`src/rtl/core/tbrl_pkg.sv`:
```
`timescale 1ns / 1ps

package tbrl_pkg;

  // field widths
  localparam int CountW   = 32;
  localparam int TimeW    = 63;
  localparam int IntvW    = 48;
  localparam int CfgIdxW  = 2;
  localparam int CfgDataW = 48;
  localparam int DivCntW  = $clog2(TimeW);

  // register indexes on the configuration port
  localparam logic [CfgIdxW-1:0] RegCapacity = CfgIdxW'(0);
  localparam logic [CfgIdxW-1:0] RegInterval = CfgIdxW'(1);

  // operation codes
  localparam logic OpObtain = 1'b0;
  localparam logic OpDrain  = 1'b1;

  // controller to datapath
  typedef struct packed {
    logic load;
    logic step;
    logic commit;
  } tbrl_cmd_t;

  // datapath to controller
  typedef struct packed {
    logic need_div;
    logic div_last;
    logic out_free;
  } tbrl_stat_t;

endpackage

```
`src/rtl/core/tbrl_ctrl.sv`:
```
`timescale 1ns / 1ps

module tbrl_ctrl (
  input  logic               clk_i,
  input  logic               rst_ni,
  input  logic               in_valid_i,
  output logic               in_ready_o,
  input  tbrl_pkg::tbrl_stat_t stat_i,
  output tbrl_pkg::tbrl_cmd_t  cmd_o
);
  import tbrl_pkg::*;

  localparam logic [1:0] StIdle = 2'd0;
  localparam logic [1:0] StDiv  = 2'd1;
  localparam logic [1:0] StDone = 2'd2;

  logic [1:0] state_q, state_d;

  // next state and commands
  always_comb begin
    state_d     = state_q;
    cmd_o       = '0;
    in_ready_o  = 1'b0;
    unique case (state_q)
      StIdle: begin
        in_ready_o = 1'b1;
        if (in_valid_i) begin
          cmd_o.load = 1'b1;
          state_d    = stat_i.need_div ? StDiv : StDone;
        end
      end
      StDiv: begin
        cmd_o.step = 1'b1;
        if (stat_i.div_last) begin
          state_d = StDone;
        end
      end
      StDone: begin
        if (stat_i.out_free) begin
          cmd_o.commit = 1'b1;
          state_d      = StIdle;
        end
      end
      default: begin
        state_d = StIdle;
      end
    endcase
  end

  // state register
  always_ff @(posedge clk_i or negedge rst_ni) begin
    if (!rst_ni) begin
      state_q <= StIdle;
    end else begin
      state_q <= state_d;
    end
  end

endmodule

```
`src/rtl/core/tbrl_dp.sv`:
```
`timescale 1ns / 1ps

module tbrl_dp (
  input  logic                              clk_i,
  input  logic                              rst_ni,
  input  tbrl_pkg::tbrl_cmd_t               cmd_i,
  output tbrl_pkg::tbrl_stat_t              stat_o,
  input  logic                              operation_i,
  input  logic [tbrl_pkg::TimeW-1:0]        timestamp_i,
  input  logic                              cfg_valid_i,
  input  logic [tbrl_pkg::CfgIdxW-1:0]      cfg_index_i,
  input  logic [tbrl_pkg::CfgDataW-1:0]     cfg_data_i,
  input  logic                              out_ready_i,
  output logic                              out_valid_o,
  output logic                              granted_o,
  output logic [tbrl_pkg::CountW-1:0]       tokens_left_o
);
  import tbrl_pkg::*;

  // configuration and bucket state
  logic [CountW-1:0] cap_q, cap_d;
  logic [IntvW-1:0]  intv_q, intv_d;
  logic [CountW-1:0] tok_q, tok_d;
  logic [TimeW-1:0]  last_q, last_d;

  // captured item and divider
  logic              op_q;
  logic [TimeW-1:0]  now_q;
  logic [TimeW-1:0]  quo_q;
  logic [IntvW-1:0]  rem_q;
  logic [DivCntW-1:0] cnt_q;

  // output register
  logic              out_valid_q;
  logic              gnt_q;
  logic [CountW-1:0] out_tok_q;

  logic [IntvW:0]    shift_w;
  logic [IntvW+1:0]  trial_w;
  logic              borrow_w;
  logic [CountW-1:0] room_w;
  logic              add_ge_room_w;
  logic [CountW-1:0] tok_ref_w;
  logic              gnt_w;
  logic [CountW-1:0] cfg_cap_w;

  // status toward the controller
  assign stat_o.need_div = (operation_i == OpObtain) && (timestamp_i > last_q) &&
                           (intv_q != '0);
  assign stat_o.div_last = (cnt_q == '0);
  assign stat_o.out_free = !out_valid_q || out_ready_i;

  // one restoring step: shift a dividend bit into the remainder
  assign shift_w  = {rem_q, quo_q[TimeW-1]};
  assign trial_w  = {1'b0, shift_w} - {2'b00, intv_q};
  assign borrow_w = trial_w[IntvW+1];

  // room left in the bucket and refill decision
  assign room_w        = cap_q - tok_q;
  assign add_ge_room_w = (|quo_q[TimeW-1:CountW]) || (quo_q[CountW-1:0] >= room_w);
  assign cfg_cap_w     = cfg_data_i[CountW-1:0];

  // bucket update at commit and on configuration writes
  always_comb begin
    cap_d     = cap_q;
    intv_d    = intv_q;
    tok_d     = tok_q;
    last_d    = last_q;
    tok_ref_w = tok_q;
    gnt_w     = 1'b0;
    if (cmd_i.commit) begin
      if (op_q == OpDrain) begin
        tok_d  = '0;
        last_d = now_q;
      end else begin
        // lazy refill
        if (now_q < last_q) begin
          last_d = now_q;
        end else if ((now_q != last_q) && (intv_q != '0) && (quo_q != '0)) begin
          if ((tok_q >= cap_q) || add_ge_room_w) begin
            last_d = now_q;
            if (tok_q < cap_q) begin
              tok_ref_w = cap_q;
            end
          end else begin
            tok_ref_w = tok_q + quo_q[CountW-1:0];
            last_d    = now_q - {{(TimeW-IntvW){1'b0}}, rem_q};
          end
        end
        // take one token if there is one; a zero interval grants without taking one
        tok_d = tok_ref_w;
        if (intv_q == '0) begin
          gnt_w = 1'b1;
        end else if (tok_ref_w != '0) begin
          tok_d = tok_ref_w - CountW'(1);
          gnt_w = 1'b1;
        end
      end
    end else if (cfg_valid_i) begin
      if ((cfg_index_i == RegCapacity) && (cfg_cap_w != '0)) begin
        cap_d = cfg_cap_w;
        if (tok_q > cfg_cap_w) begin
          tok_d = cfg_cap_w;
        end
      end else if (cfg_index_i == RegInterval) begin
        intv_d = cfg_data_i[IntvW-1:0];
      end
    end
  end

  // architectural state
  always_ff @(posedge clk_i or negedge rst_ni) begin
    if (!rst_ni) begin
      cap_q       <= CountW'(1);
      intv_q      <= '0;
      tok_q       <= CountW'(1);
      last_q      <= '0;
      out_valid_q <= 1'b0;
    end else begin
      cap_q  <= cap_d;
      intv_q <= intv_d;
      tok_q  <= tok_d;
      last_q <= last_d;
      if (cmd_i.commit) begin
        out_valid_q <= 1'b1;
      end else if (out_ready_i) begin
        out_valid_q <= 1'b0;
      end
    end
  end

  // item capture, divider and result payload
  always_ff @(posedge clk_i) begin
    if (cmd_i.load) begin
      op_q  <= operation_i;
      now_q <= timestamp_i;
      quo_q <= timestamp_i - last_q;
      rem_q <= '0;
      cnt_q <= DivCntW'(TimeW - 1);
    end else if (cmd_i.step) begin
      quo_q <= {quo_q[TimeW-2:0], !borrow_w};
      rem_q <= borrow_w ? shift_w[IntvW-1:0] : trial_w[IntvW-1:0];
      cnt_q <= cnt_q - DivCntW'(1);
    end
    if (cmd_i.commit) begin
      gnt_q     <= gnt_w;
      out_tok_q <= tok_d;
    end
  end

  assign out_valid_o   = out_valid_q;
  assign granted_o     = gnt_q;
  assign tokens_left_o = out_tok_q;

endmodule

```
`src/rtl/core/token_bucket_rate_limiter.sv`:
```
`timescale 1ns / 1ps
// channel   direction  signals
// -------   ---------  ---------------------------------------------------
// in        input      in_valid_i / in_ready_o, operation_i, timestamp_i
// out       output     out_valid_o / out_ready_i, granted_o, tokens_left_o
// cfg       input      cfg_valid_i / cfg_ready_o, cfg_index_i, cfg_data_i
//
// an obtain with elapsed time and a nonzero interval passes through accept,
// the one-bit-per-cycle restoring divider and commit; a drain, or an obtain
// with no elapsed time or unlimited rate, goes from accept straight to commit.
// reset leaves one token, capacity 1, interval 0 and refill time 0.
// the result sits in an output register; the next item is accepted while it
// waits, and the commit of that item waits until the register is free.

module token_bucket_rate_limiter (
  input  logic                          clk_i,
  input  logic                          rst_ni,
  input  logic                          in_valid_i,
  output logic                          in_ready_o,
  input  logic                          operation_i,
  input  logic [tbrl_pkg::TimeW-1:0]    timestamp_i,
  output logic                          out_valid_o,
  input  logic                          out_ready_i,
  output logic                          granted_o,
  output logic [tbrl_pkg::CountW-1:0]   tokens_left_o,
  input  logic                          cfg_valid_i,
  output logic                          cfg_ready_o,
  input  logic [tbrl_pkg::CfgIdxW-1:0]  cfg_index_i,
  input  logic [tbrl_pkg::CfgDataW-1:0] cfg_data_i
);
  import tbrl_pkg::*;

  tbrl_cmd_t  cmd_w;
  tbrl_stat_t stat_w;

  // the user writes registers only while idle with no item offered (cfg_ready_o); the block does not enforce it
  assign cfg_ready_o = in_ready_o && !in_valid_i;

  // sequencer
  tbrl_ctrl u_ctrl (
    .clk_i      (clk_i),
    .rst_ni     (rst_ni),
    .in_valid_i (in_valid_i),
    .in_ready_o (in_ready_o),
    .stat_i     (stat_w),
    .cmd_o      (cmd_w)
  );

  // bucket state, divider and result register
  tbrl_dp u_dp (
    .clk_i         (clk_i),
    .rst_ni        (rst_ni),
    .cmd_i         (cmd_w),
    .stat_o        (stat_w),
    .operation_i   (operation_i),
    .timestamp_i   (timestamp_i),
    .cfg_valid_i   (cfg_valid_i),
    .cfg_index_i   (cfg_index_i),
    .cfg_data_i    (cfg_data_i),
    .out_ready_i   (out_ready_i),
    .out_valid_o   (out_valid_o),
    .granted_o     (granted_o),
    .tokens_left_o (tokens_left_o)
  );

  // one item in flight: no new item right after an accept
  a_busy_after_accept: assert property (@(posedge clk_i) disable iff (!rst_ni)
    (in_valid_i && in_ready_o) |=> !in_ready_o)
    else $error("item accepted while another is in flight");

  // a result appears only from the commit state
  a_result_from_commit: assert property (@(posedge clk_i) disable iff (!rst_ni)
    $rose(out_valid_o) |-> $past(!in_ready_o))
    else $error("result produced without an item in flight");

  // commit never comes in the accept cycle itself
  a_no_instant_result: assert property (@(posedge clk_i) disable iff (!rst_ni)
    (in_valid_i && in_ready_o) |=> !$rose(out_valid_o))
    else $error("result produced in the accept cycle");

endmodule

```
`config.mk`:
```
export PLATFORM = sky130hd
export DESIGN_NAME = token_bucket_rate_limiter
export DESIGN_NICKNAME = d
export VERILOG_FILES = /design/src/rtl/core/tbrl_pkg.sv /design/src/rtl/core/tbrl_ctrl.sv /design/src/rtl/core/tbrl_dp.sv /design/src/rtl/core/token_bucket_rate_limiter.sv
export SDC_FILE = /design/constraint.sdc
export NUM_CORES = 2
export LEC_CHECK = 0
export ABC_AREA = 1
export BUFFER_PORTS_ARGS = -buffer_cell sky130_fd_sc_hd__buf_2
export CORE_ASPECT_RATIO = 1.1
export CORE_MARGIN = 2
export CORE_UTILIZATION = 25
export DETAILED_ROUTE_END_ITERATION = 16
export SLEW_MARGIN = 20
export SYNTH_ARGS = -nofsm -noshare
export SYNTH_HDL_FRONTEND = slang
export SYNTH_HIERARCHICAL = 1
export SYNTH_SLANG_ARGS = --single-unit
```
`constraint.sdc`:
```
create_clock -name clk_i -period 10.7 [get_ports clk_i]
set_input_delay 2.14 -clock clk_i [delete_from_list [all_inputs] [get_ports clk_i]]
set_output_delay 2.14 -clock clk_i [all_outputs]
set_load 0.03 [all_outputs]
```
---- Yosys cells after proc, flatten, opt, wreduce, memory -nomap -nowiden ----
Cells that the tools add are included.
cells by class
  $add $sub $neg .......................... 7
  multiply operators ...................... 0
  div/mod/pow operators ................... 0
  $lt $le $gt $ge ......................... 6
  eq/ne operators ......................... 7
  shift operators ......................... 0
  multiplexer cells ....................... 35
  bitwise gates (word level) .............. 3
  reduce and logical (&&, ||, !) cells .... 28
operators by type and width
  cell                     number
  $mux W32                 13
  $mux W63                 6
  $ge A32 B32 Y1           2
  $reduce_bool A32 Y1      2
  $gt A63 B63 Y1           1
  $lt A63 B63 Y1           1
  $ne A63 B63 Y1           1
  $reduce_bool A63 Y1      1
  $sub A63 B48 Y63         1
  $sub A63 B63 Y63         1
  $sub A49 B48 Y50         1
  $logic_not A48 Y1        1
  $mux W48                 1
  $reduce_bool A48 Y1      1
  $add A32 B32 Y32         1
  $gt A32 B32 Y1           1
  $lt A32 B32 Y1           1
  $sub A32 B1 Y32 const B  1
  $sub A32 B32 Y32         1
  $reduce_or A31 Y1        1
  $mux W1                  10
  $mux W2                  4
  $logic_and A1 B1 Y1      6
  $logic_not A6 Y1         1
  14 further kinds         26
storage, ports and cells
  register bits after elaboration ......... 392
  bits in latches ......................... 0
  memory bits (writable) .................. 0
  ROM bits ................................ 0
  bits of input ports ..................... 119
  output and inout bits ................... 36
  word-level logic and storage cells ...... 99
  memories ................................ 0

---- Longest topological paths before layout ----
  depth after elaboration ................. 14
  gate-level depth with buffers ........... 43

---- Modules after synthesis ----
Netlist, hierarchy kept.
by module, submodules not included
  module                     instances  cells an instance  area each (um^2)  seq. area each (um^2)
  tbrl_dp                    1          5153               35411.5           10292.4
  tbrl_ctrl                  1          22                 135.1             50.0
  token_bucket_rate_limiter  1          2                  10.0              0.0

---- Worst setup path before layout ----
Ideal clock, no wire load.
  kind .................................... input-to-reg
  from .................................... in in_valid_i
  to ...................................... reg u_dp.quo_q[0] (enable)
  setup time .............................. 0.452 ns
  arrival time ............................ 9.544 ns
  required time ........................... 10.248 ns
  setup slack ............................. 0.704 ns
  cell stages on the path ................. 5
  cells stage by stage .................... inv_1 > nor3_1 > nor2_1 > clkinv_1 > clkbuf_1
RTL lines
  what                    RTL line                         text
  start: declaration      token_bucket_rate_limiter.sv:18  input logic in_valid_i,
  end signal: assignment  tbrl_dp.sv:137                   quo_q <= timestamp_i - last_q;
  end signal: assignment  tbrl_dp.sv:141                   quo_q <= {quo_q[TimeW-2:0], !borrow_w};
  end: declaration        tbrl_dp.sv:29                    logic [TimeW-1:0] quo_q;

---- Worst setup path after layout ----
  from .................................... reg u_dp.tok_q[1]
  to ...................................... reg u_dp.out_tok_q[1] (netlist: u_dp/tokens_left_o[1]) (data pin)
on the way
  word-level cells in the longest chain between the ends .. 14
  elaborated cells between the ends (all ways) .. 23
  those cells by class .................... add/sub (3); order compare (4); mux (13); reduce/logical (3)
RTL lines
  what                                                    RTL line                      text
  start: declaration                                      tbrl_dp.sv:23                 logic [CountW-1:0] tok_q, tok_d;
  start signal: assignment                                tbrl_dp.sv:116                tok_q <= CountW'(1);
  start signal: assignment                                tbrl_dp.sv:122                tok_q <= tok_d;
  $sub A32 B32 Y32                                        tbrl_dp.sv:59                 assign room_w = cap_q - tok_q;
  $ge A32 B32 Y1                                          tbrl_dp.sv:60                 assign add_ge_room_w = (|quo_q[TimeW-1:CountW]) || (quo_q[CountW-1:0] >= room_w);
  $logic_or A1 B1 Y1                                      tbrl_dp.sv:60
  $logic_or A1 B1 Y1                                      tbrl_dp.sv:80                 if ((tok_q >= cap_q) || add_ge_room_w) begin
  $mux W32                                                tbrl_dp.sv:80
  $mux W32                                                tbrl_dp.sv:79                 end else if ((now_q != last_q) && (intv_q != '0) && (quo_q != '0)) begin
  $mux W32                                                tbrl_dp.sv:77                 if (now_q < last_q) begin
  $mux W32                                                tbrl_dp.sv:72                 if (op_q == OpDrain) begin
  $mux W32                                                tbrl_dp.sv:71                 if (cmd_i.commit) begin
  $sub A32 B1 Y32 or $reduce_bool A32 Y1 (tied branches)  tbrl_dp.sv:95, tbrl_dp.sv:94
  $mux W32                                                tbrl_dp.sv:94                 end else if (tok_ref_w != '0) begin
  $mux W32                                                tbrl_dp.sv:92                 if (intv_q == '0) begin
  $mux W32                                                tbrl_dp.sv:72
  $mux W32 (*)                                            tbrl_dp.sv:71
  net u_dp.tok_d[1]                                       tbrl_dp.sv:23
  end signal: assignment                                  tbrl_dp.sv:147                out_tok_q <= tok_d;
  end: declaration                                        tbrl_dp.sv:36                 logic [CountW-1:0] out_tok_q;
The timed path passes the listed nets; every way through them passes the cells marked *. The select of a mux whose other input is x is not followed.
A chain may end at the register's enable or synchronous reset.

==> results.py <==
metrics = {
    "worst_setup_path": {
        "path_common_cell": "nand2_1",
        "cp_max_fo": 50,
        "required_ns": 11.06,
        "cp_slowest_stage_delay_ns": 0.52,
        "crit_type": "reg2reg",
        "cpMaxStageDelayCell": "dfrtp_1",
        "crit_path_end_kind": "flop",
        "start_kind": "flop",
        "rr_worst_depth": 35,
        "cp_data_arrival_time_ns": 8.37,
    },
    "route": {
        "firstDrtPassIters": 6,
        "ant_nets": 0,
        "wl_per_cell_um": 20.6,
        "route.detailed.drc": 0,
        "routed_wl_um": 150000,
        "avgViaCountPerCell": 5.02,
        "vias": 36438,
        "first_iter_violations": 3311,
    },
    "power_and_ir_drop": {
        "pwr-share-comb": 0.661,
        "p_int_uw": 6090,
        "p_sw_frac": 0.550,
        "p_per_area_nw_per_um2": 336,
        "pwr-share-clk": 0.127,
        "p_total_uw": 13500,
        "power_leakage_uw": 0.0188,
        "p_switching_uw": 7440,
        "seqPwrFrac": 0.212,
        "ir_worst_vdd_v": 0.000177,
    },
    "clock_tree": {
        "clockBufferDepth": 3,
        "cts_setup_buffers": 0,
        "cts_buffers": 50,
        "tritoncts": "built",
        "cts_hold_buf": 0,
        "cts.clk_slew.worst_paths_ns": 0.05,
        "worstSkewPairLatency_ns": 0.66,
        "cts-root-buf": "clkbuf_16",
        "cts.sinks": 392,
        "cts_max_level": 2,
        "cts_resized": 0,
    },
    "floorplanning": {
        "core.rowCount": 145,
        "initial_core_util": 0.251,
        "dieArea_um2": 145000,
        "die_h_um": 400,
        "pin_count": 155,
        "core_area_um2": 142000,
        "fp.dieW_um": 364,
    },
    "synth": {
        "seq_area_frac_synth": 0.291,
        "synth_nets": 5654,
        "synth_flop_cell": "dfrtp_1",
        "synthCells": 5177,
        "ys_types": 58,
        "async_flop_share": 0.454,
        "synth-edff-count": 160,
        "syn_avg_cell_area_um2": 6.87,
        "synth_seq_cells": 392,
        "syn_area_um2": 35600,
        "ys_warn_count": 6,
    },
    "grt": {
        "met2_usage": 0.331,
        "grt_pass1_vias": 34604,
        "grt_max_degree": 97,
        "gr-usage-all-layers": 0.200,
        "antenna_found_initial": 10,
        "grt_use_met1": 0.261,
        "grt_busiest_layer": "met2",
        "grt_use_met3": 0.0269,
        "grt-ovfl-total": 0,
        "grt_pass1_wl_um": 220000,
    },
    "sta": {
        "period_needed_ns": 8.01,
        "tns_ns": 0,
        "timing.final.hold_violations": 0,
        "worst_slew_pin_slew_ns": 1.04,
        "rsz0062_at_grt": "no",
        "fmax_ghz": 0.125,
        "fin_skew_ns": 0.0485,
        "period_share": 0.748,
        "slew_viol_final": 0,
        "fin_ws_ns": 2.69,
        "setup_viol_count_final": 0,
        "slew_headroom": 0.303,
    },
    "placement": {
        "place_ws_ns": 2.36,
        "post-dp-hpwl_um": 124000,
        "dpl_cell_area_um2": 38600,
        "gp_congestion": 0.973,
        "io_buffers": 154,
    },
    "cells_and_area": {
        "nNetsFinal": 5787,
        "final_cell_mix": "nand2_1, inv_1, nor2_1",
        "postLayoutCellArea_um2": 40200,
        "area_growth_pct": 13.2,
        "nFillCells": 15733,
        "layout_commonest_cell": "nand2_1",
        "drive_gt1_frac": 0.0669,
    },
    "hold_path": {
        "hold_class": "reg2reg",
        "min_path_cells": 2,
    },
    "flow_run": {
        "drv_cap": 0,
    },
    "run_status": {
        "status": "completed",
    },
}
cells by family after synthesis:
| group | synth area share |
|---|---|
| AND/OR/NAND/NOR | 0.260 |
| AO/OA/AOI/OAI | 0.184 |
| buffers and inverters | 0.0962 |
| flip-flops | 0.291 |
| adder cells (fa/ha/maj) | 0.127 |
| XOR/XNOR | 0.0421 |
synthesized netlist by cell type, drive strengths merged (5+ instances only):
cell / n / area share
nand2: 1165 / 0.12
inv: 780 / 0.082
nor2: 502 / 0.055
a21oi: 445 / 0.063
o21ai: 438 / 0.062
ha: 353 / 0.12
nand3: 287 / 0.041
dfrtp: 176 / 0.12
edfxtp: 160 / 0.14
nand4: 116 / 0.021
a31oi: 98 / 0.017
xor2: 95 / 0.023
clkbuf: 81 / 0.0086
xnor2: 76 / 0.019
dfxtp: 54 / 0.030
o211ai: 53 / 0.011
nor3: 38 / 0.0057
buf: 32 / 0.0050
nor4: 26 / 0.0046
or2: 26 / 0.0046
o22ai: 25 / 0.0044
a21o: 22 / 0.0046
o21a: 21 / 0.0044
o21bai: 14 / 0.0030
a21boi: 12 / 0.0025
and3: 10 / 0.0018
nand3b: 9 / 0.0019
o31ai: 8 / 0.0017
o221ai: 7 / 0.0017
a211oi: 6 / 0.0013
a221oi: 5 / 0.0012
a31o: 5 / 0.0012
fa: 5 / 0.0028
o311ai: 5 / 0.0012
state kept, by name (all words and copies together), names as in the netlist, 32 cells and up:
name	cells
u_dp/tok_q	32
u_dp/tokens_left_o	32
u_dp/rem_q	48
u_dp/quo_q	63
u_dp/last_q	63
u_dp/now_q	63
u_dp/cap_q	32
u_dp/intv_q	48
critical path, delay by kind of cell (launching register included):
family | cells | cell delay [ns]
simple gates | 17 | 2.81
flops | 1 | 0.52
buf+inv | 3 | 0.51
fa+ha+maj | 3 | 0.88
xor+xnor | 1 | 0.16
compound gates | 11 | 2.83
routing by layer:
| layer | vias to the layer above | routed length [um] |
|---|---|---|
| met2 | 1317 | 67500 |
| met4 | 0 | 7260 |
| met5 | - | 0 |
| met1 | 17165 | 65300 |
| li1 | 17710 | - |
| met3 | 246 | 9650 |
path summary, 6_finish.rpt:
| check | from | endpoint | slack (ns) |
|---|---|---|---|
| worst max-delay path | u_dp/tok_q[1] | u_dp/tokens_left_o[1] | 2.69 |
| worst min-delay path | u_dp/cnt_q[2] | u_dp/cnt_q[2] | 0.48 |
| worst max register to register | u_dp/tok_q[1] | u_dp/tokens_left_o[1] | 2.69 |
| worst min register to register | u_dp/cnt_q[2] | u_dp/cnt_q[2] | 0.48 |
| max in group asynchronous | rst_ni | u_dp/last_q[49] | 7.08 |
| min in group asynchronous | rst_ni | u_dp/tok_q[11] | 1.46 |
layout make-up:
type | count | area (um^2) | share of cell area
inverter | 783 | 2940 | 0.0731
timing repair buffer | 194 | 1080 | 0.0268
antenna | 1 | 2.50 | 0.0000622
sequential | 392 | 10300 | 0.257
multi-input combinational | 3889 | 21900 | 0.543
tap | 1911 | 2390 | 0.0594
clock inverter | 20 | 168 | 0.00417
clock buffer | 74 | 1460 | 0.0364
power by group through the flow:
stage	Sequential (uW)	Clock, uW	Combinational [uW]
global placement	2870	0	8760
finish	2870	1720	8940
floorplan	2720	0	6100
detailed placement	2870	0	8770
global route	2900	1820	9970
CTS	2850	1770	8820
per-stage QoR:
step	cells	utilization	hold slack (ns)
2_1_floorplan	5177	-	0.443
3_3_place_gp	7169	0.272	0.456
3_5_place_dp	7169	0.272	0.467
4_1_cts	7263	0.284	0.481
5_1_grt	7264	0.284	0.517
6_report	7264	0.284	0.481
Note: power is estimated with default switching activity, not from simulation.
